$ cat config.mk
export PLATFORM = sky130hd
export DESIGN_NAME = mips_rtype_execute_unit
export DESIGN_NICKNAME = d
export VERILOG_FILES = /design/src/sv/mrex_pkg.sv /design/src/sv/mrex_front.sv /design/src/sv/mrex_queue.sv /design/src/sv/mrex_back.sv /design/src/sv/mips_rtype_execute_unit.sv
export SDC_FILE = /design/constraint.sdc
export NUM_CORES = 2
export LEC_CHECK = 0
export BUFFER_PORTS_ARGS = -buffer_cell sky130_fd_sc_hd__buf_2
export CORE_ASPECT_RATIO = 0.5
export CORE_UTILIZATION = 35
export DETAILED_ROUTE_END_ITERATION = 7
export PLACE_DENSITY = 0.53
export SLEW_MARGIN = 20
export SYNTH_ARGS = -nofsm -noshare
export SYNTH_HDL_FRONTEND = slang
export SYNTH_SLANG_ARGS = --single-unit
$ cat constraint.sdc
create_clock -name clk_i -period 16.49 [get_ports clk_i]
set_input_delay 2.4735 -clock clk_i [delete_from_list [all_inputs] [get_ports clk_i]]
set_output_delay 2.4735 -clock clk_i [all_outputs]
set_load 0.01 [all_outputs]
$ cat src/sv/mrex_pkg.sv
// ----------------------------------------------------------------------------
// mrex_pkg
// Shared function codes, operation classes and item types of the R-type
// execute unit.
// ----------------------------------------------------------------------------
package mrex_pkg;

  // R-type function codes
  localparam logic [5:0] FN_SLL   = 6'h00;
  localparam logic [5:0] FN_SRL   = 6'h02;
  localparam logic [5:0] FN_SRA   = 6'h03;
  localparam logic [5:0] FN_JR    = 6'h08;
  localparam logic [5:0] FN_MFHI  = 6'h10;
  localparam logic [5:0] FN_MFLO  = 6'h12;
  localparam logic [5:0] FN_MULT  = 6'h18;
  localparam logic [5:0] FN_MULTU = 6'h19;
  localparam logic [5:0] FN_ADD   = 6'h20;
  localparam logic [5:0] FN_ADDU  = 6'h21;
  localparam logic [5:0] FN_SUB   = 6'h22;
  localparam logic [5:0] FN_AND   = 6'h24;
  localparam logic [5:0] FN_OR    = 6'h25;
  localparam logic [5:0] FN_XOR   = 6'h26;
  localparam logic [5:0] FN_NOR   = 6'h27;
  localparam logic [5:0] FN_NAND  = 6'h28;
  localparam logic [5:0] FN_SLT   = 6'h2a;

  // Decoupling queue between front and back
  localparam int unsigned QDepth = 2;
  localparam int unsigned QPtrW  = $clog2(QDepth);
  localparam int unsigned QCntW  = $clog2(QDepth + 1);

  typedef enum logic [4:0] {
    OP_NONE,
    OP_ADD,
    OP_ADDU,
    OP_SUB,
    OP_AND,
    OP_OR,
    OP_XOR,
    OP_NOR,
    OP_NAND,
    OP_SLT,
    OP_SLL,
    OP_SRL,
    OP_SRA,
    OP_JR,
    OP_MULT,
    OP_MULTU,
    OP_MFHI,
    OP_MFLO
  } op_e;

  typedef enum logic [1:0] {
    ERR_NONE      = 2'd0,
    ERR_WR_ZERO   = 2'd1,
    ERR_OVERFLOW  = 2'd2,
    ERR_HILO_LOST = 2'd3
  } err_e;

  typedef struct packed {
    op_e         op;
    logic        writes;
    logic [31:0] rs_value;
    logic [31:0] rt_value;
    logic [4:0]  dest_index;
    logic [4:0]  shift_amount;
  } item_t;

  typedef struct packed {
    logic empty;
    logic full;
  } q_status_t;

endpackage

$ cat src/sv/mrex_front.sv
// ----------------------------------------------------------------------------
// mrex_front
// Accepts requests and classifies the function code into an operation class.
// ----------------------------------------------------------------------------
module mrex_front (
  input  logic                 in_valid_i,
  output logic                 in_stall_o,
  input  logic [5:0]           opcode_i,
  input  logic [31:0]          rs_value_i,
  input  logic [31:0]          rt_value_i,
  input  logic [4:0]           dest_index_i,
  input  logic [4:0]           shift_amount_i,
  input  mrex_pkg::q_status_t  q_status_i,
  output logic                 push_o,
  output mrex_pkg::item_t      push_item_o
);

  mrex_pkg::op_e op;

  always_comb begin
    unique case (opcode_i)
      mrex_pkg::FN_ADD:   op = mrex_pkg::OP_ADD;
      mrex_pkg::FN_ADDU:  op = mrex_pkg::OP_ADDU;
      mrex_pkg::FN_SUB:   op = mrex_pkg::OP_SUB;
      mrex_pkg::FN_AND:   op = mrex_pkg::OP_AND;
      mrex_pkg::FN_OR:    op = mrex_pkg::OP_OR;
      mrex_pkg::FN_XOR:   op = mrex_pkg::OP_XOR;
      mrex_pkg::FN_NOR:   op = mrex_pkg::OP_NOR;
      mrex_pkg::FN_NAND:  op = mrex_pkg::OP_NAND;
      mrex_pkg::FN_SLT:   op = mrex_pkg::OP_SLT;
      mrex_pkg::FN_SLL:   op = mrex_pkg::OP_SLL;
      mrex_pkg::FN_SRL:   op = mrex_pkg::OP_SRL;
      mrex_pkg::FN_SRA:   op = mrex_pkg::OP_SRA;
      mrex_pkg::FN_JR:    op = mrex_pkg::OP_JR;
      mrex_pkg::FN_MULT:  op = mrex_pkg::OP_MULT;
      mrex_pkg::FN_MULTU: op = mrex_pkg::OP_MULTU;
      mrex_pkg::FN_MFHI:  op = mrex_pkg::OP_MFHI;
      mrex_pkg::FN_MFLO:  op = mrex_pkg::OP_MFLO;
      default:            op = mrex_pkg::OP_NONE;
    endcase
  end

  assign in_stall_o = q_status_i.full;
  assign push_o     = in_valid_i && !q_status_i.full;

  always_comb begin
    push_item_o.op           = op;
    // Jumps, multiplies and unknown codes make no register write.
    push_item_o.writes       = !(op == mrex_pkg::OP_NONE || op == mrex_pkg::OP_JR ||
                                 op == mrex_pkg::OP_MULT || op == mrex_pkg::OP_MULTU);
    push_item_o.rs_value     = rs_value_i;
    push_item_o.rt_value     = rt_value_i;
    push_item_o.dest_index   = dest_index_i;
    push_item_o.shift_amount = shift_amount_i;
  end

endmodule

$ cat src/sv/mrex_queue.sv
// ----------------------------------------------------------------------------
// mrex_queue
// Short FIFO of classified requests between the front and the back.
// ----------------------------------------------------------------------------
module mrex_queue (
  input  logic                 clk_i,
  input  logic                 rst_ni,
  input  logic                 push_i,
  input  mrex_pkg::item_t      push_item_i,
  input  logic                 pop_i,
  output mrex_pkg::item_t      head_o,
  output mrex_pkg::q_status_t  status_o
);

  mrex_pkg::item_t                 mem_q [mrex_pkg::QDepth];
  logic [mrex_pkg::QPtrW-1:0]      wr_ptr_q, wr_ptr_d;
  logic [mrex_pkg::QPtrW-1:0]      rd_ptr_q, rd_ptr_d;
  logic [mrex_pkg::QCntW-1:0]      count_q, count_d;

  localparam logic [mrex_pkg::QPtrW-1:0] PtrLast = mrex_pkg::QPtrW'(mrex_pkg::QDepth - 1);
  localparam logic [mrex_pkg::QCntW-1:0] CntFull = mrex_pkg::QCntW'(mrex_pkg::QDepth);

  assign status_o.empty = (count_q == '0);
  assign status_o.full  = (count_q == CntFull);
  assign head_o         = mem_q[rd_ptr_q];

  always_comb begin
    wr_ptr_d = wr_ptr_q;
    rd_ptr_d = rd_ptr_q;
    count_d  = count_q;
    if (push_i) begin
      wr_ptr_d = (wr_ptr_q == PtrLast) ? '0 : wr_ptr_q + 1'b1;
    end
    if (pop_i) begin
      rd_ptr_d = (rd_ptr_q == PtrLast) ? '0 : rd_ptr_q + 1'b1;
    end
    if (push_i && !pop_i) begin
      count_d = count_q + 1'b1;
    end else if (pop_i && !push_i) begin
      count_d = count_q - 1'b1;
    end
  end

  always_ff @(posedge clk_i or negedge rst_ni) begin
    if (!rst_ni) begin
      wr_ptr_q <= '0;
      rd_ptr_q <= '0;
      count_q  <= '0;
    end else begin
      wr_ptr_q <= wr_ptr_d;
      rd_ptr_q <= rd_ptr_d;
      count_q  <= count_d;
    end
  end

  always_ff @(posedge clk_i) begin
    if (push_i) begin
      mem_q[wr_ptr_q] <= push_item_i;
    end
  end

endmodule

$ cat src/sv/mrex_back.sv
// ----------------------------------------------------------------------------
// mrex_back
// Executes the request at the head of the queue, keeps HI, LO and the unread
// flag, and holds the result in an output register.
// ----------------------------------------------------------------------------
module mrex_back (
  input  logic                 clk_i,
  input  logic                 rst_ni,
  input  mrex_pkg::item_t      head_i,
  input  mrex_pkg::q_status_t  q_status_i,
  output logic                 pop_o,
  output logic                 out_valid_o,
  input  logic                 out_stall_i,
  output logic                 write_enable_o,
  output logic [4:0]           write_index_o,
  output logic [31:0]          write_data_o,
  output logic                 jump_taken_o,
  output logic [31:0]          jump_target_o,
  output logic [1:0]           error_code_o
);

  logic        out_valid_q, out_valid_d;
  logic        we_q, we_d;
  logic [4:0]  widx_q, widx_d;
  logic [31:0] wdata_q, wdata_d;
  logic        jump_q, jump_d;
  logic [31:0] target_q, target_d;
  logic [1:0]  err_q, err_d;

  logic [31:0] hi_q, hi_d;
  logic [31:0] lo_q, lo_d;
  logic        pending_q, pending_d;

  logic [31:0] a, b, b_op, sum, data;
  logic        is_sub, is_signed_mul, ovf;
  logic [65:0] product;
  mrex_pkg::err_e err;

  assign a = head_i.rs_value;
  assign b = head_i.rt_value;

  // One adder serves add, addu and sub.
  assign is_sub = (head_i.op == mrex_pkg::OP_SUB);
  assign b_op   = is_sub ? ~b : b;
  assign sum    = a + b_op + {31'b0, is_sub};

  always_comb begin
    ovf = 1'b0;
    if (head_i.op == mrex_pkg::OP_ADD) begin
      ovf = (a[31] == b[31]) && (sum[31] != a[31]);
    end else if (is_sub) begin
      ovf = (a[31] != b[31]) && (sum[31] != a[31]);
    end
  end

  // Both multiplies use one 33 by 33 signed multiplier; HI and LO register it.
  assign is_signed_mul = (head_i.op == mrex_pkg::OP_MULT);
  assign product = $signed({is_signed_mul & a[31], a}) * $signed({is_signed_mul & b[31], b});

  always_comb begin
    unique case (head_i.op)
      mrex_pkg::OP_ADD,
      mrex_pkg::OP_ADDU,
      mrex_pkg::OP_SUB:  data = sum;
      mrex_pkg::OP_AND:  data = a & b;
      mrex_pkg::OP_OR:   data = a | b;
      mrex_pkg::OP_XOR:  data = a ^ b;
      mrex_pkg::OP_NOR:  data = ~(a | b);
      mrex_pkg::OP_NAND: data = ~(a & b);
      mrex_pkg::OP_SLT:  data = {31'b0, $signed(a) < $signed(b)};
      mrex_pkg::OP_SLL:  data = b << head_i.shift_amount;
      mrex_pkg::OP_SRL:  data = b >> head_i.shift_amount;
      mrex_pkg::OP_SRA:  data = $unsigned($signed(b) >>> head_i.shift_amount);
      mrex_pkg::OP_MFHI: data = hi_q;
      mrex_pkg::OP_MFLO: data = lo_q;
      default:           data = '0;
    endcase
  end

  assign pop_o = !q_status_i.empty && (!out_valid_q || !out_stall_i);

  always_comb begin
    out_valid_d = out_valid_q;
    we_d        = we_q;
    widx_d      = widx_q;
    wdata_d     = wdata_q;
    jump_d      = jump_q;
    target_d    = target_q;
    err_d       = err_q;
    hi_d        = hi_q;
    lo_d        = lo_q;
    pending_d   = pending_q;
    err         = mrex_pkg::ERR_NONE;

    if (pop_o) begin
      if (head_i.op == mrex_pkg::OP_MULT || head_i.op == mrex_pkg::OP_MULTU) begin
        if (pending_q) begin
          err = mrex_pkg::ERR_HILO_LOST;
        end
        hi_d      = product[63:32];
        lo_d      = product[31:0];
        pending_d = 1'b1;
      end

      // A write to register zero is dropped and skips the overflow check.
      if (head_i.writes && head_i.dest_index == 5'd0) begin
        err = mrex_pkg::ERR_WR_ZERO;
      end else if (head_i.writes) begin
        if (ovf) begin
          err = mrex_pkg::ERR_OVERFLOW;
        end
        if (head_i.op == mrex_pkg::OP_MFHI || head_i.op == mrex_pkg::OP_MFLO) begin
          pending_d = 1'b0;
        end
      end

      out_valid_d = 1'b1;
      we_d        = head_i.writes && (head_i.dest_index != 5'd0);
      widx_d      = we_d ? head_i.dest_index : 5'd0;
      wdata_d     = we_d ? data : 32'd0;
      jump_d      = (head_i.op == mrex_pkg::OP_JR);
      target_d    = jump_d ? a : 32'd0;
      err_d       = err;
    end else if (!out_stall_i) begin
      out_valid_d = 1'b0;
    end
  end

  always_ff @(posedge clk_i or negedge rst_ni) begin
    if (!rst_ni) begin
      out_valid_q <= 1'b0;
      hi_q        <= '0;
      lo_q        <= '0;
      pending_q   <= 1'b0;
    end else begin
      out_valid_q <= out_valid_d;
      hi_q        <= hi_d;
      lo_q        <= lo_d;
      pending_q   <= pending_d;
    end
  end

  always_ff @(posedge clk_i) begin
    we_q     <= we_d;
    widx_q   <= widx_d;
    wdata_q  <= wdata_d;
    jump_q   <= jump_d;
    target_q <= target_d;
    err_q    <= err_d;
  end

  assign out_valid_o    = out_valid_q;
  assign write_enable_o = we_q;
  assign write_index_o  = widx_q;
  assign write_data_o   = wdata_q;
  assign jump_taken_o   = jump_q;
  assign jump_target_o  = target_q;
  assign error_code_o   = err_q;

endmodule

$ cat src/sv/mips_rtype_execute_unit.sv
// ----------------------------------------------------------------------------
// mips_rtype_execute_unit
// MIPS32 R-type execute unit with HI and LO registers.
// ----------------------------------------------------------------------------
//
//   Channel  Direction  Handshake                  Payload
//   in       input      in_valid_i / in_stall_o    opcode, rs, rt, dest, shamt
//   out      output     out_valid_o / out_stall_i  write, jump, error code
//
// One request a cycle is sustained while the output is not stalled; an
// accepted request is written into the queue, and the execute stage takes it
// from the queue head and loads its result into the output register. The
// execute stage holds the adder and the multiplier feeding HI and LO, so mfhi
// and mflo straight after a multiply see the new values.
// Reset clears HI, LO, the unread flag and all handshake state.
// A stalled output holds its result; the two-entry queue then fills and the
// input stalls.
// ----------------------------------------------------------------------------
module mips_rtype_execute_unit (
  input  logic        clk_i,
  input  logic        rst_ni,
  input  logic        in_valid_i,
  output logic        in_stall_o,
  input  logic [5:0]  opcode_i,
  input  logic [31:0] rs_value_i,
  input  logic [31:0] rt_value_i,
  input  logic [4:0]  dest_index_i,
  input  logic [4:0]  shift_amount_i,
  output logic        out_valid_o,
  input  logic        out_stall_i,
  output logic        write_enable_o,
  output logic [4:0]  write_index_o,
  output logic [31:0] write_data_o,
  output logic        jump_taken_o,
  output logic [31:0] jump_target_o,
  output logic [1:0]  error_code_o
);

  mrex_pkg::q_status_t q_status;
  mrex_pkg::item_t     push_item;
  mrex_pkg::item_t     head;
  logic                push;
  logic                pop;

  mrex_front u_front (
    .in_valid_i     (in_valid_i),
    .in_stall_o     (in_stall_o),
    .opcode_i       (opcode_i),
    .rs_value_i     (rs_value_i),
    .rt_value_i     (rt_value_i),
    .dest_index_i   (dest_index_i),
    .shift_amount_i (shift_amount_i),
    .q_status_i     (q_status),
    .push_o         (push),
    .push_item_o    (push_item)
  );

  mrex_queue u_queue (
    .clk_i       (clk_i),
    .rst_ni      (rst_ni),
    .push_i      (push),
    .push_item_i (push_item),
    .pop_i       (pop),
    .head_o      (head),
    .status_o    (q_status)
  );

  mrex_back u_back (
    .clk_i          (clk_i),
    .rst_ni         (rst_ni),
    .head_i         (head),
    .q_status_i     (q_status),
    .pop_o          (pop),
    .out_valid_o    (out_valid_o),
    .out_stall_i    (out_stall_i),
    .write_enable_o (write_enable_o),
    .write_index_o  (write_index_o),
    .write_data_o   (write_data_o),
    .jump_taken_o   (jump_taken_o),
    .jump_target_o  (jump_target_o),
    .error_code_o   (error_code_o)
  );

endmodule

==> results.py <==
metrics = {
    "run_status": {
        "status": "finished clean",
    },
    "synth": {
        "synth-edff-count": 233,
        "synthDistinctLibCells": 91,
        "synthSimpleGateAreaFrac_pct": 12.9,
        "synthXorXnorAreaFrac_pct": 2.03,
        "yosys_most_used_dff": "edfxtp_1",
        "syn_area_per_cell_um2": 9.06,
        "synth_compound_area_share_pct": 8.69,
        "synthArstFlopShare_pct": 23.1,
        "synth_warnings": 0,
        "syn_inst": 6239,
        "yosysSeqAreaShare_pct": 15.5,
        "synthAdderAreaFrac_pct": 47.5,
        "synthMuxAreaShare_pct": 2.84,
        "synth_seq_cells": 303,
        "syn_nets": 7793,
        "synth.cell_area_um2": 56500,
        "synth_top_family_by_area": "adder cells",
    },
    "setup_path": {
        "end_kind": "register",
        "critPathKind": "reg2reg",
        "start_kind": "register",
        "slowest_delay_ps": 840,
        "path_common_cell": "fa_1",
        "critPathArrivalTime_ps": 11620,
        "cp_slowest_cell": "dfrtp_4",
        "crit_required_ps": 17010,
        "cp_max_fo": 36,
    },
    "clock_network": {
        "clock-sinks": 303,
        "post_cts_buffers": 0,
        "ctsRootBufferMaster": "clkbuf_16",
        "cts_tree": "built",
        "htree_levels": 2,
        "numCtsBuffers": 36,
        "cts.path.max_buffers": 3,
        "cts_hold_buf": 0,
        "clk_latency_ps": 630,
        "cts-resized-gates": 0,
        "clk_pin_slew_worst_paths_ps": 60,
    },
    "timing": {
        "period_minus_slack_ps": 11100,
        "timing.hold.ws_ps": 485,
        "fin_worst_skew_ps": 51.0,
        "setup_tns_ps": 0,
        "finalHoldViolCount": 0,
        "slew_headroom_pct": 20.3,
        "max_freq_ghz": 0.0901,
        "setup_viol": 0,
        "fin_crit_sh_pct": 67.3,
        "worst_slew_pin_slew_ps": 1170,
        "rsz0062_at_grt": "false",
        "drv_slew": 0,
    },
    "finish": {
        "drive_gt1_share_pct": 8.01,
        "fin_nets": 7809,
        "final_common_cell": "inv_1",
        "layout-area-overhead-vs-synth_pct": 8.74,
        "final_cell_mix": "1,196 x inv_1, 1,126 x fa_1, 1,056 x nand2_1",
    },
    "detailed_routing": {
        "dr.pass1.iters": 6,
        "drc": 0,
        "ant_nets": 0,
        "dr_total_vias": 45409,
        "wl_per_cell_um": 26.5,
        "drt_wl_total_um": 223000,
        "drt-initial-drc-count": 5067,
        "drt-vias-per-instance": 5.38,
    },
    "place": {
        "place.gp.congestion": 1.03,
        "port_buffers": 158,
        "dp_hpwl_um": 170000,
    },
    "global_route": {
        "grt_antenna_before_repair": 17,
        "grt_overflow": 0,
        "track_usage_pct": 27.6,
        "grt_pass1_vias": 45865,
        "grt_max_degree": 103,
        "grt_pass1_wl_um": 325000,
    },
    "hold_path": {
        "hold_path_class": "reg2reg",
    },
    "floorplan": {
        "initial_core_util_pct": 35.5,
        "rows": 103,
        "die_x_um": 570,
        "die_area_um2": 163000,
        "die_h_um": 286,
        "io_pins": 159,
        "core_area_um2": 159000,
    },
    "run": {
        "max-cap-violations": 0,
    },
}
## stage by stage
step | cell area, um^2 | worst slack, ps | cells | util, %
global placement | 60200 | 5670 | 8369 | 37.9
floorplan | 56500 | 7590 | 6239 | -
CTS | 61500 | 5430 | 8434 | 38.7
global route | 61500 | 4790 | 8434 | 38.7
detailed placement | 60200 | 5530 | 8369 | 37.9
finish | 61500 | 5390 | 8437 | 38.7
## worst paths after layout
path / from / to / slack (ps) / depth (start not counted)
worst min register to register: u_back.hi_q[18] / u_back.hi_q[18] / 480 / 2
max in group asynchronous: rst_ni / u_queue.rd_ptr_q / 13460 / 2
worst max-delay path: u_queue.rd_ptr_q / u_back.hi_q[28] / 5390 / 28
worst min-delay path: u_back.hi_q[18] / u_back.hi_q[18] / 480 / 2
min in group asynchronous: rst_ni / u_back.lo_q[8] / 1720 / 1
worst max register to register: u_queue.rd_ptr_q / u_back.hi_q[28] / 5390 / 28
## flip-flops by register name, indices dropped and copies added (netlist names)
signal                 cells
u_back.lo_q               32
u_back.pending_q           1
u_back.write_index_o       5
u_back.hi_q               32
u_queue.mem_q            160
u_queue.wr_ptr_q           1
u_back.jump_target_o      32
u_back.write_data_o       32
u_queue.count_q            2
u_back.jump_taken_o        1
u_back.write_enable_o      1
u_queue.rd_ptr_q           1
u_back.error_code_o        2
u_back.out_valid_o         1
## area by class of cell
class | count | area [um^2]
flip-flops and latches | 303 | 8750
inverters | 1235 | 4640
clock inverters | 18 | 260
diodes | 3 | 7.51
repair buffers | 313 | 1960
clock buffers | 47 | 972
multi-input cells | 4366 | 42200
well taps | 2152 | 2690
fillers | 16307 | 97600
## Yosys cell counts (13+ instances only)
master / n / area share (%)
inv_1: 1217 / 8.1
and2_1: 16 / 0.18
dfrtp_1: 70 / 3.1
ha_1: 344 / 7.6
a21oi_1: 253 / 2.2
a221oi_1: 14 / 0.22
xor2_1: 35 / 0.54
nand3_1: 38 / 0.34
buf_2: 40 / 0.35
a21o_1: 43 / 0.57
a211oi_1: 34 / 0.45
fa_1: 1126 / 40
o2111ai_1: 15 / 0.23
o21bai_1: 25 / 0.33
nor2_1: 576 / 3.8
clkbuf_1: 249 / 1.7
a31oi_1: 28 / 0.31
mux2i_1: 125 / 2.2
nand4_1: 19 / 0.21
xnor2_1: 96 / 1.5
nor3_1: 33 / 0.29
mux2_2: 13 / 0.26
o21a_1: 17 / 0.23
edfxtp_1: 233 / 12
nand2_1: 1057 / 7.0
o21ai_0: 212 / 1.9
o211ai_1: 40 / 0.53
nand2b_1: 15 / 0.17
buf_1: 37 / 0.25
## worst max-delay path, delay by kind of cell (launching register included)
family	cells	cell delay, ps
muxes	1	690
adders and majority gates	9	4610
and+or+nand+nor	7	1580
DFF	1	840
AOI/OAI and AO/OA	6	1330
buffers and inverters	5	1840
## logic make-up (layout without fill, tap and decap cells)
group | Yosys count | count (layout)
multiplexers | 152 | 152
XOR/XNOR | 131 | 131
adder cells (fa/ha/maj) | 1470 | 1470
flip-flops | 303 | 303
AND/OR/NAND/NOR | 1823 | 1823
buffers and inverters | 1570 | 1613
AO/OA/AOI/OAI | 790 | 790
other | 0 | 3
## per-layer routing
layer	vias up	track usage (%)	wire, um
met5	-	0	33
met1	23301	39.0	95000
met3	445	8.37	27000
met4	6	9.55	9210
met2	2394	39.9	92000
li1	19263	-	-
Power is not shown: default switching activity piles up to over one toggle a cycle in this logic, so the estimate is an artifact.
